### config.mk
export PLATFORM = sky130hd
export DESIGN_NAME = mhdc2p_div
export DESIGN_NICKNAME = d
export VERILOG_FILES = /design/src/hdl/mhdc2p_div.sv
export SDC_FILE = /design/constraint.sdc
export NUM_CORES = 2
export LEC_CHECK = 0
export BUFFER_PORTS_ARGS = -buffer_cell sky130_fd_sc_hd__buf_2
export CAP_MARGIN = 20
export CELL_PAD_IN_SITES_DETAIL_PLACEMENT = 0
export CELL_PAD_IN_SITES_GLOBAL_PLACEMENT = 1
export CORE_ASPECT_RATIO = 1.1
export CORE_MARGIN = 2
export CORE_UTILIZATION = 35
export CTS_CLUSTER_DIAMETER = 150
export DETAILED_ROUTE_END_ITERATION = 12
export MAX_ROUTING_LAYER = met4
export PLACE_DENSITY_LB_ADDON = 0.1
export SETUP_SLACK_MARGIN = 0.02
export SLEW_MARGIN = 10
export SYNTH_ARGS = -nofsm -noshare
export SYNTH_HDL_FRONTEND = slang
export SYNTH_SLANG_ARGS = --single-unit
### constraint.sdc
create_clock -name clk -period 4.7 [get_ports clk]
set_input_delay 0.94 -clock clk [delete_from_list [all_inputs] [get_ports clk]]
set_output_delay 0.94 -clock clk [all_outputs]
set_load 0.02 [all_outputs]
### src/hdl/mhdc2p_div.sv
// ----------------------------------------------------------------------------
// mhdc2p_div
// Pipelined restoring divider, one quotient bit per register stage.
// ----------------------------------------------------------------------------
`default_nettype none

module mhdc2p_div #(
	parameter int unsigned QW = 32,
	parameter int unsigned DW = 32
) (
	input  wire logic          clk,
	input  wire logic          en,
	input  wire logic [DW-1:0] rem_in,   // upper dividend part, below den_in
	input  wire logic [QW-1:0] num_in,   // dividend bits still to bring down
	input  wire logic [DW-1:0] den_in,
	output logic      [QW-1:0] quo_out
);

	logic [DW-1:0] rem_s [QW];
	logic [QW-1:0] num_s [QW];
	logic [DW-1:0] den_s [QW];
	logic [QW-1:0] quo_s [QW];

	for (genvar k = 0; k < QW; k++) begin : g_stage
		logic [DW-1:0] rem_p;
		logic [DW-1:0] den_p;
		logic [QW-1:0] num_p;
		logic [QW-1:0] quo_p;
		logic [DW:0]   trial;
		logic [DW:0]   diff;
		logic          ge;

		if (k == 0) begin : g_first
			assign rem_p = rem_in;
			assign den_p = den_in;
			assign num_p = num_in;
			assign quo_p = '0;
		end else begin : g_next
			assign rem_p = rem_s[k-1];
			assign den_p = den_s[k-1];
			assign num_p = num_s[k-1];
			assign quo_p = quo_s[k-1];
		end

		assign trial = {rem_p, num_p[QW-1]};
		assign diff  = trial - {1'b0, den_p};
		assign ge    = trial >= {1'b0, den_p};

		always_ff @(posedge clk) begin
			if (en) begin
				rem_s[k] <= ge ? diff[DW-1:0] : trial[DW-1:0];
				num_s[k] <= {num_p[QW-2:0], 1'b0};
				den_s[k] <= den_p;
				quo_s[k] <= {quo_p[QW-2:0], ge};
			end
		end
	end

	assign quo_out = quo_s[QW-1];

endmodule

`default_nettype wire

* After elaboration in Yosys (flattened, before gate mapping)
Memory sizes are Yosys's and may differ from the RTL's.
Index checks and enable logic that the tools add are counted.
** Word-level totals
- Input port bits :: 98
- Memory bits (writable) :: 4064
- Memories :: 4
- Word-level logic and storage cells :: 102
- Output and inout port bits :: 32
- Flip-flop bits (word level) :: 0
** Memories
- den_s :: depth 32, width 32, rd ports 31, clocked after memory_dff 0, write ports 32, RTL line 21 : logic [DW-1:0] den_s [QW];
- quo_s :: depth 32, width 32, rd ports 32, clocked after memory_dff 0, write ports 32, RTL line 22 : logic [QW-1:0] quo_s [QW];
- rem_s :: depth 32, width 32, rd ports 31, clocked after memory_dff 0, write ports 32, RTL line 19 : logic [DW-1:0] rem_s [QW];
- num_s :: depth 32, width 31, rd ports 31, clocked after memory_dff 0, write ports 32, RTL line 20 : logic [QW-1:0] num_s [QW];
** Operators by class
- $lt $le $gt $ge :: 32
- Muxes and demuxes :: 34
- $add $sub $neg :: 32
** Operator list (count)
- $ge 33x32->1 :: 32
- $mux 32 :: 32
- $sub 32x32->32 :: 32
- $mux 1 :: 2

* Longest topological paths before layout
An unclocked memory read counts as a cell.
- Depth in word-level cells :: 3
- Depth in mapped cells :: 15

* Worst setup path after synthesis
Ideal clock, no wire load.
- Path kind :: reg-to-reg
- Start :: memory den_s[4][1], in the netlist den_s[0][129]
- End :: memory rem_s[5][4], in the netlist rem_s[0][164] (data pin)
- Cell stages (with the launch flop) :: 14
- Path buffers :: 1
- Library setup time :: 0.260 ns
- Period minus slack after synthesis :: 3.531 ns
- Required time :: 4.440 ns
- Arrival time :: 3.272 ns
- Setup slack :: 1.169 ns
- Cell sequence :: edfxtp_1 inv_1 ha_1 nor2b_1 o31a_1 o41a_1 o31ai_4 o41ai_2 a31o_1 a21oi_2 a31oi_1 a41oi_2 buf_4 mux2_2
** RTL lines (RTL line)
- from (decl) :: 21
- to (decl) :: 19

==> impl_metrics.yaml <==
global_route:
  grt_pass1_vias: 100560
  grt_pass1_wl_um: 625700
  grt_usage_pct: 18.49
  antenna_found_initial: 9
  grt.overflow.total: 0
  grt_start_max_net_pins: 143
drt:
  drt-pass1-iter-count: 8
  drt_iter0_markers: 7039
  drc: 0
  vias_per_cell: 5.078
  wl_um: 415300
  vias: 100210
  wl_per_cell_um: 21.04
  drtAntennaViolNets: 0
die:
  die_h_um: 704.7
  chipWidth_um: 641.0
  start_util_pct: 35.10
  die-area_um2: 451700
  ioPinCount: 130
  fp.coreArea_um2: 445000
  rows: 257
synth:
  yosys.area_share.simple_pct: 8.632
  yosys_most_used_dff: "edfxtp_1"
  synth_seq_cells: 3008
  syn_area_per_cell_um2: 11.86
  netlist_top_cells_area: "edfxtp_1 58%, ha_1 8.2%, a21oi_1 3.3%"
  ys_seq_area_share_pct: 57.82
  synth_top_area_share_pct: 57.82
  yosys_warnings: 0
  ys_types: 95
  synthCells: 13174
  syn_nets: 14327
  synth_top_family_by_area: "compound AO/OA/AOI/OAI gates"
  synth-compound-area-share_pct: 13.97
  synth_xor_area_share_pct: 4.508
  synth_area_um2: 156200
  ys_async_sr_fraction_pct: 0
  synth_edf_count: 3008
  synth_largest_area_cell: "edfxtp_1"
  synth_mux_area_share_pct: 2.599
  synthAdderAreaFrac_pct: 8.599
clocking:
  cts.root.buffer_cell: "clkbuf_16"
  tritoncts: "built"
  htree_levels: 5
  holdBufCountCts: 0
  cts_inserted_buffers: 349
  clock_sinks: 3008
  clock_path_buffers: 4
  cts_setup_buffers: 0
  insertion_delay_ps: 970
  clk_transition_reported_paths_ps: 60
sta:
  tightest_slew_ps: 1049
  finalSetupViolCount: 0
  period_minus_slack_ps: 4335
  clock_skew_ps: 52.49
  clock.fmax_ghz: 0.2307
  finalHoldViolations: 0
  min_period_over_period_pct: 92.24
  timing.setup.tns_ps: 0
  setup_slack_ps: 364.5
  relSlewSlack_pct: 30.07
  rsz0062_at_grt: "no"
  drv_slew: 0
finish:
  final_util_pct: 39.68
  syn_to_final_growth_pct: 13.06
  drive_gt1_share_pct: 9.032
  stdcell_area_um2: 176600
  fin_nets: 14652
worst_hold_path:
  whs_path_depth: 1
  hp-class: "input port to flip-flop"
setup_path:
  critPathBufInv: 4
  crit_required_ps: 5390
  worst-path-max-fanout: 56
  crit_chain: "inv_1 > ha_1 > nand2_1 > o21ai_0 > a211oi_1 > buf_4 > o41ai_1 > o211ai_1 > nand3b_1 > a31o_2 > a31oi_4 > buf_12 > inv_1 > mux2_2"
  cp-end-kind: "flip-flop"
  cp.depth: 14
  reg2regPathDepth: 14
  worst_path_largest_cell_delay_ps: 630
  crit_arrival_ps: 5020
  cp_common_cell: "inv_1"
  critPathKind: "flip-flop to flip-flop"
  worst_setup_path_start_kind: "flip-flop"
  crit_family: "compound AO/OA/AOI/OAI gates"
  critPathSlowestCell: "o41ai_1"
power:
  power.density_nw_per_um2: 705.6
  leakage_nw: 69.89
  max-vdd-ir-drop_mv: 0.3542
outcome:
  status: "completed"
placement:
  place.gp.congestion: 0.8730
  dp_hpwl_um: 315700
  pre_cts_ws_ps: 160.6
  placed_area_um2: 165000
  portBuffers: 129
job:
  cap_violations: 0
-- path summary, 6_finish.rpt --
kind	start	to	slack (ps)
min	num_in[26]	num_s[0][26]	140
max reg2reg	den_s[0][258]	rem_s[0][299]	360
max	den_s[0][258]	rem_s[0][299]	360
min reg2reg	quo_s[0][162]	quo_s[0][195]	410
-- power by group --
part | internal, mW | switching (mW)
Combinational | 22.7 | 30.6
Sequential | 38.8 | 4.78
Clock | 16.3 | 11.4
Total | 77.9 | 46.7
-- synthesized netlist by cell type, types with 38 or more instances --
cell type	number
edfxtp_1	3008
inv_1	1274
a21oi_1	1038
ha_1	1024
nand2_1	968
o21ai_0	890
nor2_1	702
a21o_1	529
xnor2_1	430
xor2_1	374
mux2_2	330
clkbuf_1	264
nand3_1	210
nor2b_1	176
nand4_1	173
o21a_1	172
nor3_1	164
and3_1	117
nand2b_1	116
a31oi_1	110
o21bai_1	109
a211oi_1	84
o31ai_1	70
o31a_1	50
o211ai_1	43
nor4_1	40
o21ai_1	40
and2_1	38
-- cell families after synthesis --
| group | Yosys count |
|---|---|
| XOR/XNOR | 804 |
| buffers and inverters | 1586 |
| AND/OR/NAND/NOR | 2867 |
| flip-flops | 3008 |
| AO/OA/AOI/OAI | 3491 |
| adder cells (fa/ha/maj) | 1055 |
| multiplexers | 363 |
-- routing by layer --
layer | vias up | part of all wire, % | track usage, %
met4 | 0 | 2.3 | 4.127
li1 | 49282 | - | -
met1 | 48777 | 43 | 22.28
met2 | 1622 | 52 | 33.09
met5 | - | 0 | -
met3 | 529 | 3.1 | 2.026
-- cell type report --
type,count,area [um^2]
antenna,5,12.51
clock buffer,415,9087
clock inverter,210,2475
fill,42550,268400
inverter,1274,4782
multi-input combinational,8580,60060
sequential,3008,90330
tap,5957,7453
timing repair buffer,286,2412
-- through the flow --
step / total power [mW] / instances / hold WS (ps)
after detailed placement: 97.76 / 19105 / 404.5
after global routing: 133.7 / 19732 / 75.31
final: 124.6 / 19735 / 144.3
after global placement: 97.81 / 19104 / 400.3
after CTS: 126.5 / 19730 / 23.04
after floorplan: 80.80 / 13174 / 400.3
-- registers in the layout (all words and copies together), names as in the netlist --
register	count
den_s	992
quo_s	528
rem_s	992
num_s	496
-- repair_timing --
item / CTS / global route
gates resized for setup: 0 / 1
hold endpoints to repair: 0 / 0
setup endpoints to repair: 0 / 1
-- cells in the final DEF (no fill, tap or decap), types with 31 or more instances in the layout --
cell type,instances
a211oi_1,84
a21boi_0,36
a21o_1,528
a21oi_1,1038
a31o_2,32
a31oi_1,108
and2_1,38
and3_1,117
buf_12,47
buf_2,129
buf_4,110
bufinv_16,45
clkbuf_1,61
clkbuf_16,354
clkinv_1,50
clkinv_2,45
edfxtp_1,3008
fa_1,31
ha_1,1024
inv_1,1274
mux2_2,330
nand2_1,967
nand2b_1,116
nand3_1,209
nand4_1,173
nor2_1,697
nor2b_1,176
nor3_1,163
nor4_1,39
o211ai_1,43
o21a_1,171
o21ai_0,890
o21ai_1,37
o21bai_1,109
o31a_1,50
o31ai_1,70
or3_1,36
xnor2_1,430
xor2_1,374
Power figures use the tool's default switching activity.
