### src/hdl/mhdc2p_pkg.sv
// ----------------------------------------------------------------------------
// mhdc2p_pkg
// Shared widths, constants and payload types of the MHD conserved-to-primitive
// converter.
// ----------------------------------------------------------------------------
`default_nettype none

package mhdc2p_pkg;

	localparam int unsigned DATA_WIDTH = 32;
	localparam int unsigned FRAC_BITS  = 16;
	localparam int unsigned DENS_W     = DATA_WIDTH - 1;
	localparam int unsigned GAMMA_W    = 18;

	// squares and their sums
	localparam int unsigned SQ_W   = 2 * DATA_WIDTH;
	localparam int unsigned MAGT_W = SQ_W - FRAC_BITS - 1;

	// divider quotient widths
	localparam int unsigned VEL_QBITS = DATA_WIDTH;
	localparam int unsigned KE_QBITS  = DATA_WIDTH + FRAC_BITS + 1;
	localparam int unsigned KE_W      = KE_QBITS + 1;
	localparam int unsigned KDEN_W    = DENS_W + 1;

	// pressure datapath
	localparam int unsigned SAT_BIT   = DATA_WIDTH - 1 + FRAC_BITS;
	localparam int unsigned INNER_W   = KE_W + 2;
	localparam int unsigned PROD_W    = SAT_BIT + GAMMA_W;
	localparam int unsigned PRESS_LAT = 4;

	typedef logic signed [DATA_WIDTH-1:0] word_t;
	typedef logic [DATA_WIDTH-1:0]        uword_t;
	typedef logic [GAMMA_W-1:0]           gamma_t;

	localparam uword_t POS_MAX = {1'b0, {(DATA_WIDTH-1){1'b1}}};
	localparam uword_t NEG_MIN = {1'b1, {(DATA_WIDTH-1){1'b0}}};

	localparam gamma_t GAMMA_ONE   = gamma_t'(1 << FRAC_BITS);
	localparam gamma_t GAMMA_RESET = gamma_t'(109227);
	localparam gamma_t GM1_RESET   = GAMMA_RESET - GAMMA_ONE;

	typedef struct packed {
		logic [DENS_W-1:0] density;
		word_t             momentum_x;
		word_t             momentum_y;
		word_t             momentum_z;
		word_t             total_energy;
		word_t             field_x;
		word_t             field_y;
		word_t             field_z;
		logic              last_cell;
	} cell_in_t;

	typedef struct packed {
		logic [DENS_W-1:0] density_out;
		word_t             velocity_x;
		word_t             velocity_y;
		word_t             velocity_z;
		word_t             pressure;
		word_t             field_x_out;
		word_t             field_y_out;
		word_t             field_z_out;
		logic              last_cell_out;
		logic              bad_density;
	} prim_out_t;

	// gamma - 1 as sign and magnitude
	typedef struct packed {
		logic   neg;
		gamma_t mag;
	} gm1_t;

	typedef struct packed {
		word_t              energy;
		logic [MAGT_W-1:0]  mag_term;
		logic [KE_W-1:0]    ke;
	} press_in_t;

endpackage

`default_nettype wire

### src/hdl/mhdc2p_press.sv
// ----------------------------------------------------------------------------
// mhdc2p_press
// Four-stage pressure tail: internal energy, magnitude, scale by gamma-1,
// rounding and saturation.
// ----------------------------------------------------------------------------
`default_nettype none

module mhdc2p_press (
	input  wire logic                  clk,
	input  wire logic                  en,
	input  wire mhdc2p_pkg::press_in_t pin,
	input  wire mhdc2p_pkg::gm1_t      gm1,
	output mhdc2p_pkg::word_t          pressure
);
	import mhdc2p_pkg::*;

	localparam logic [SAT_BIT:0] ROUND = (SAT_BIT+1)'((1 << FRAC_BITS) - 1);

	logic [INNER_W-1:0] inner_s1;

	logic               inner_neg;
	logic [INNER_W-1:0] a_full;
	logic [SAT_BIT-1:0] a_s2;
	logic               big_s2;
	logic               zero_s2;
	logic               neg_s2;

	logic [PROD_W-1:0]  prod_s3;
	logic               big_s3;
	logic               zero_s3;
	logic               neg_s3;

	logic               sat;
	logic [SAT_BIT:0]   rnd;
	uword_t             qmag;
	word_t              pressure_s4;

	// E - |B|^2/2 - |m|^2/(2 rho)
	always_ff @(posedge clk) begin
		if (en) begin
			inner_s1 <= INNER_W'(pin.energy) - INNER_W'(pin.mag_term) - INNER_W'(pin.ke);
		end
	end

	assign inner_neg = inner_s1[INNER_W-1];
	assign a_full    = inner_neg ? (~inner_s1 + 1'b1) : inner_s1;

	always_ff @(posedge clk) begin
		if (en) begin
			a_s2    <= a_full[SAT_BIT-1:0];
			big_s2  <= |a_full[INNER_W-1:SAT_BIT];
			zero_s2 <= (a_full == '0) || (gm1.mag == '0);
			neg_s2  <= inner_neg ^ gm1.neg;
		end
	end

	always_ff @(posedge clk) begin
		if (en) begin
			prod_s3 <= PROD_W'(a_s2) * PROD_W'(gm1.mag);
			big_s3  <= big_s2;
			zero_s3 <= zero_s2;
			neg_s3  <= neg_s2;
		end
	end

	// negative results round the magnitude up, i.e. floor of the signed value
	assign sat  = big_s3 || (|prod_s3[PROD_W-1:SAT_BIT]);
	assign rnd  = {1'b0, prod_s3[SAT_BIT-1:0]} + ROUND;
	assign qmag = neg_s3 ? rnd[SAT_BIT:FRAC_BITS] : {1'b0, prod_s3[SAT_BIT-1:FRAC_BITS]};

	always_ff @(posedge clk) begin
		if (en) begin
			if (zero_s3) begin
				pressure_s4 <= '0;
			end else if (sat) begin
				pressure_s4 <= neg_s3 ? NEG_MIN : POS_MAX;
			end else begin
				pressure_s4 <= neg_s3 ? (~qmag + 1'b1) : qmag;
			end
		end
	end

	assign pressure = pressure_s4;

endmodule

`default_nettype wire

### config.mk
export PLATFORM = sky130hd
export DESIGN_NAME = mhdc2p_press
export DESIGN_NICKNAME = d
export VERILOG_FILES = /design/src/hdl/mhdc2p_pkg.sv /design/src/hdl/mhdc2p_press.sv
export SDC_FILE = /design/constraint.sdc
export NUM_CORES = 2
export LEC_CHECK = 0
export BUFFER_PORTS_ARGS = -buffer_cell sky130_fd_sc_hd__buf_2
export CORE_UTILIZATION = 35
export DETAILED_ROUTE_END_ITERATION = 16
export HOLD_SLACK_MARGIN = 0.02
export PLACE_DENSITY = 0.49
export SYNTH_ARGS = -nofsm -noshare
export SYNTH_HDL_FRONTEND = slang
export SYNTH_SLANG_ARGS = --single-unit
### constraint.sdc
create_clock -name clk -period 6.8 [get_ports clk]
set_input_delay 0.34 -clock clk [delete_from_list [all_inputs] [get_ports clk]]
set_output_delay 0.34 -clock clk [all_outputs]
set_load 0.1 [all_outputs]
# After elaboration in Yosys (flattened, before gate mapping)
# Cells that the tools add are included.
[classes]
n_addsub = 5
n_mul = 1
n_mux = 5
n_bitwise = 3
reduce_logical = 6
[op_table]
columns = ["cell", "n"]
rows = [
  ["32-bit 2-to-1 mux", 4],
  ["47-bit by 18-bit multiplier with 65-bit output", 1],
  ["52-bit by 1-bit adder with 52-bit output (second input constant)", 1],
  ["52-bit zero test", 1],
  ["52-bit 2-to-1 mux", 1],
  ["52-bit inverter", 1],
  ["49-bit by 51-bit subtractor with 52-bit output", 1],
  ["32-bit by 48-bit subtractor with 49-bit output", 1],
  ["47-bit by 16-bit adder with 48-bit output (second input constant)", 1],
  ["32-bit by 1-bit adder with 32-bit output (second input constant)", 1],
  ["32-bit inverter", 1],
  ["18-bit zero test", 1],
  ["18-bit OR reduction", 1],
  ["5-bit OR reduction", 1],
  ["1-bit logical OR", 2],
  ["1-bit bitwise XOR", 1],
]
[totals]
regBits = 202
inputBits = 150
output_inout_bits = 32

# Logic depth before layout (Yosys ltp)
[depth]
ltp_word = 6
ltp_mapped = 26
mapped_depth_nobuf = 24

# Least setup slack after synthesis
# Ideal clock, no wire load.
[synth_path]
path_kind = "input port to flip-flop"
startpoint = "in gm1[3] (netlist name)"
endpoint = "reg prod_s3[49], data pin"
setup_ps = 258
arrival_time_ps = 6330
slack_ps = 212
path_stages = 23
cell_sequence = "clkbuf_1 clkbuf_1 nand2_1 fa_1 fa_1 fa_1 inv_1 fa_1 fa_1 inv_1 fa_1 inv_1 ha_1 a21o_1 a21oi_1 o21bai_1 a2111oi_0 a211oi_1 a2111oi_0 o41a_1 o21ai_0 a21oi_1 xnor2_1"
[synth_between]
elab_chain_len = 1
[synth_lines]
columns = ["element", "line_no", "source"]
rows = [
  ["start: declaration", "mhdc2p_press.sv:12", "input wire mhdc2p_pkg::gm1_t gm1,"],
  ["47-bit by 18-bit multiplier with 65-bit output", "mhdc2p_press.sv:59", "prod_s3 <= PROD_W'(a_s2) * PROD_W'(gm1.mag);"],
  ["end signal: assignment", "mhdc2p_press.sv:59", ""],
  ["end: declaration", "mhdc2p_press.sv:28", "logic [PROD_W-1:0] prod_s3;"],
]
# Every way passes these cells.
# A chain may end at the register's enable or synchronous reset.

# Worst setup path after layout
[layout_path]
startpoint = "reg a_s2[7]"
endpoint = "reg prod_s3[61], data pin"
[layout_between]
elab_chain_len = 1
[layout_lines]
columns = ["element", "line_no", "source"]
rows = [
  ["start: declaration", "mhdc2p_press.sv:23", "logic [SAT_BIT-1:0] a_s2;"],
  ["start signal: assignment", "mhdc2p_press.sv:50", "a_s2 <= a_full[SAT_BIT-1:0];"],
  ["47-bit by 18-bit multiplier with 65-bit output", "mhdc2p_press.sv:59", ""],
]
# Every way passes these cells.

==> impl_metrics.yaml <==
run_status:
  run_status: "completed"
synthesis:
  synth.cells.most_frequent: "sky130_fd_sc_hd__inv_1 (938), sky130_fd_sc_hd__fa_1 (767), sky130_fd_sc_hd__nand2_1 (710)"
  number_of_enable_type_register_cells_in_the_synthesized_netlist: 202
  synthDistinctLibCells: 70
  postSynth.topFlopCell: "sky130_fd_sc_hd__edfxtp_1"
  library_cell_with_the_highest_instance_count_after_synthesis: "sky130_fd_sc_hd__inv_1"
  yosysTopAreaCell: "sky130_fd_sc_hd__fa_1"
  yosysWarnings: 0
  synth-seq-cells: 202
  synth-async-reset-ratio_pct: 0
  top_area_cell_type_share_of_the_netlist_area_pct: 38.9
  synth_area_per_cell_um2: 9.05
  synth.net_count: 5480
  synth_area_um2: 39500
  post_synth_inst_count: 4366
  synth.top_cells.by_area: "sky130_fd_sc_hd__fa_1 (39%), sky130_fd_sc_hd__edfxtp_1 (15%), sky130_fd_sc_hd__inv_1 (8.9%), sky130_fd_sc_hd__nand2_1 (6.7%), sky130_fd_sc_hd__ha_1 (6.2%)"
  ys_seq_area_share_pct: 15.3
routing:
  vias: 29700
  drt_drc_violations_left: 0
  drt-vias-per-instance: 4.76
  dr.pass1.iters: 5
  drtAntennaViolNets: 0
  drt_iter0_markers: 1507
  wl_per_cell_um: 17.3
  totalWireLength_mm: 107
final_layout:
  post_layout_nonfiller_instances: 6225
  fillers: 11100
  n_antenna_cell: 0
  finish.net_count: 5834
  area.sequential_um2: 6070
  synthToLayoutAreaGrowth_pct: 16.3
  multiInputGateArea_um2: 29600
  drive_above_1_share_pct: 14.4
sta:
  worst_hold_slack_ps: 85.0
  timing.final.crit_period_ps: 6710
  unrepaired_setup_endpoints_after_global_routing: "true"
  final_hold_viol_count: 0
  timing_worst_slew_pin_value_ps: 1030
  fin_crit_sh_pct: 98.7
  finClkSkew_ps: 13.8
  max_freq_mhz: 149
  report.final.slew_viol_count: 0
  timing.final.setup_violations: 0
  slew_limit_headroom_pct: 31.3
setup_path:
  worst_r2r_path_depth: 26
  worst_path_most_repeated_cell: "sky130_fd_sc_hd__fa_1"
  critPathLaunchType: "flip-flop"
  path_class: "flip-flop to flip-flop"
  critPathSlowestCell: "sky130_fd_sc_hd__fa_1"
  cp.arrival_ps: 7010
  path_delay_family: "adder cells"
  timing.critical_path.buf_inv: 8
  regToRegStartpoint: "a_s2[7]$_DFFE_PP_"
  worst_r2r_endpoint: "prod_s3[61]$_DFFE_PP_"
  critical_path_required_ps: 7090
  critPathMaxFanout: 8
  max_stage_delay_ps: 540
  reg2reg_slack_ps: 90
  cp-end-kind: "flip-flop"
clocking:
  cell_chosen_for_the_clock_root: "sky130_fd_sc_hd__clkbuf_16"
  clk_pin_slew_worst_paths_ps: 60
  total_of_hold_buffers_inserted_after_clock_tree_synthesis: 0
  tritoncts: "done"
  cts.path.max_buffers: 3
  htree_levels: 1
  clock-sinks: 202
  worstSkewPairLatency_ps: 570
  cts-buffers-inserted: 27
run:
  max-cap-violations: 0
worst_hold_path:
  timing.hold.worst_path_depth: 2
  hp-class: "input port to flip-flop"
  min_delay_worst_endpoint: "neg_s2$_DFFE_PP_"
  timing.hold.worst.start: "gm1[18]"
global_route:
  first_global_vias: 31800
  grt_first_pass_wirelength_mm: 175
  gr-usage-all-layers_pct: 19.4
  grt_overflow_total: 0
  grt_antenna_before_repair: 9
  largest_net_degree_at_the_start_of_global_routing: 103
floorplan:
  design.die.area_um2: 114000
  design.core.area_um2: 111000
  chipWidth_um: 338
  row_count: 122
  chipHeight_um: 338
  initial_util_pct: 35.5
  pin_count: 182
placed_design:
  post_dp_hpwl_mm: 92.4
  post-place-cells: 6143
  place_congestion: 0.868
  port_buffers: 181
==> cells in the final DEF (no fill, tap or decap), types with 29 or more instances in the layout <==
cell type,instances
sky130_fd_sc_hd__inv_1,934
sky130_fd_sc_hd__xnor2_1,121
sky130_fd_sc_hd__nor4_1,29
sky130_fd_sc_hd__ha_1,182
sky130_fd_sc_hd__nor3_1,36
sky130_fd_sc_hd__nand2_1,708
sky130_fd_sc_hd__nor2_1,128
sky130_fd_sc_hd__fa_1,752
sky130_fd_sc_hd__buf_4,312
sky130_fd_sc_hd__a21oi_1,137
sky130_fd_sc_hd__edfxtp_1,202
sky130_fd_sc_hd__a21o_1,62
sky130_fd_sc_hd__buf_2,180
sky130_fd_sc_hd__o21ai_0,86
sky130_fd_sc_hd__xor2_1,63
sky130_fd_sc_hd__and2_1,268
sky130_fd_sc_hd__nand3_1,44
==> how the worst max path moves through the flow <==
stage / cells after the start / startpoint / end / slack (ps)
floorplan: 23 / gm1[3] / prod_s3[49]$_DFFE_PP_ / 210
global placement: 23 / gm1[3] / prod_s3[61]$_DFFE_PP_ / -310
detailed placement: 23 / gm1[3] / prod_s3[64]$_DFFE_PP_ / -390
CTS: 25 / a_s2[8]$_DFFE_PP_ / prod_s3[62]$_DFFE_PP_ / 1
global route: 22 / a_s2[13]$_DFFE_PP_ / prod_s3[61]$_DFFE_PP_ / -140
finish: 26 / a_s2[7]$_DFFE_PP_ / prod_s3[61]$_DFFE_PP_ / 90
==> worst reg2reg max path, stage by stage, from the launching register on <==
cell and delay [ps]:
sky130_fd_sc_hd__edfxtp_1 450, sky130_fd_sc_hd__buf_12 180, sky130_fd_sc_hd__buf_4 150, sky130_fd_sc_hd__buf_4 150
sky130_fd_sc_hd__and2_4 160, sky130_fd_sc_hd__fa_1 520, sky130_fd_sc_hd__inv_1 60, sky130_fd_sc_hd__fa_1 520
sky130_fd_sc_hd__inv_1 40, sky130_fd_sc_hd__ha_2 170, sky130_fd_sc_hd__fa_1 540, sky130_fd_sc_hd__inv_2 50
sky130_fd_sc_hd__fa_1 540, sky130_fd_sc_hd__inv_1 50, sky130_fd_sc_hd__fa_1 410, sky130_fd_sc_hd__ha_4 270
sky130_fd_sc_hd__a21oi_1 170, sky130_fd_sc_hd__o21ai_1 150, sky130_fd_sc_hd__nor2_2 200, sky130_fd_sc_hd__a211oi_4 100
sky130_fd_sc_hd__o2111a_2 310, sky130_fd_sc_hd__o211ai_1 320, sky130_fd_sc_hd__a31oi_1 170, sky130_fd_sc_hd__buf_4 180
sky130_fd_sc_hd__a221o_1 370, sky130_fd_sc_hd__nand4_1 130, sky130_fd_sc_hd__o311ai_2 100
==> registers in the layout, summed over array words and instances (netlist names) <==
| name | flops |
|---|---|
| a_s2 | 47 |
| big_s2 | 1 |
| big_s3 | 1 |
| inner_s1 | 52 |
| neg_s2 | 1 |
| neg_s3 | 1 |
| pressure | 32 |
| prod_s3 | 65 |
| zero_s2 | 1 |
| zero_s3 | 1 |
==> metal layers <==
layer | vias to the layer above | wire length, um | GRT usage [%]
li1 | 14100 | - | -
met5 | - | 121 | 0
met1 | 14800 | 51000 | 27.4
met3 | 104 | 5000 | 2.65
met2 | 598 | 49600 | 32.1
met4 | 18 | 1780 | 3.32
==> metrics by stage <==
stage               area, um2  util [%]  setup slack (ps)  setup TNS [ps]
floorplan               39500         -               212               0
global placement        44200      39.7              -310           -2730
detailed placement      44200      39.7              -391           -3680
CTS                     45200      40.7              1.03               0
global route            46000      41.3              -144            -296
finish                  46000      41.3              87.2               0
==> layout make-up <==
class | instances | share of cell area [%]
repair buffers | 543 | 8.85
well taps | 1488 | 4.05
inverters | 938 | 7.66
clock buffers | 29 | 1.49
clock inverters | 17 | 0.495
flip-flops and latches | 202 | 13.2
multi-input cells | 3008 | 64.3
==> cell families (layout without fill, tap and decap cells) <==
family / count (synthesis) / count (layout) / share of synthesized area, %
simple gates: 1363 / 1363 / 16.2
fa+ha+maj: 964 / 964 / 45.1
flops: 202 / 202 / 15.3
mux: 21 / 21 / 0.538
buf+inv: 1156 / 1527 / 11.0
xor+xnor: 184 / 184 / 4.08
compound gates: 476 / 476 / 7.73
==> timing repair <==
item	4_1_cts	5_1_grt
pin swaps	6	63
endpoints found under the setup margin	13	22
resized for setup	10	109
buffers inserted	9	28
Power is left out: the tool's default activity adds up to more than one toggle a clock period on the data nets, which glitch-free logic cannot reach.
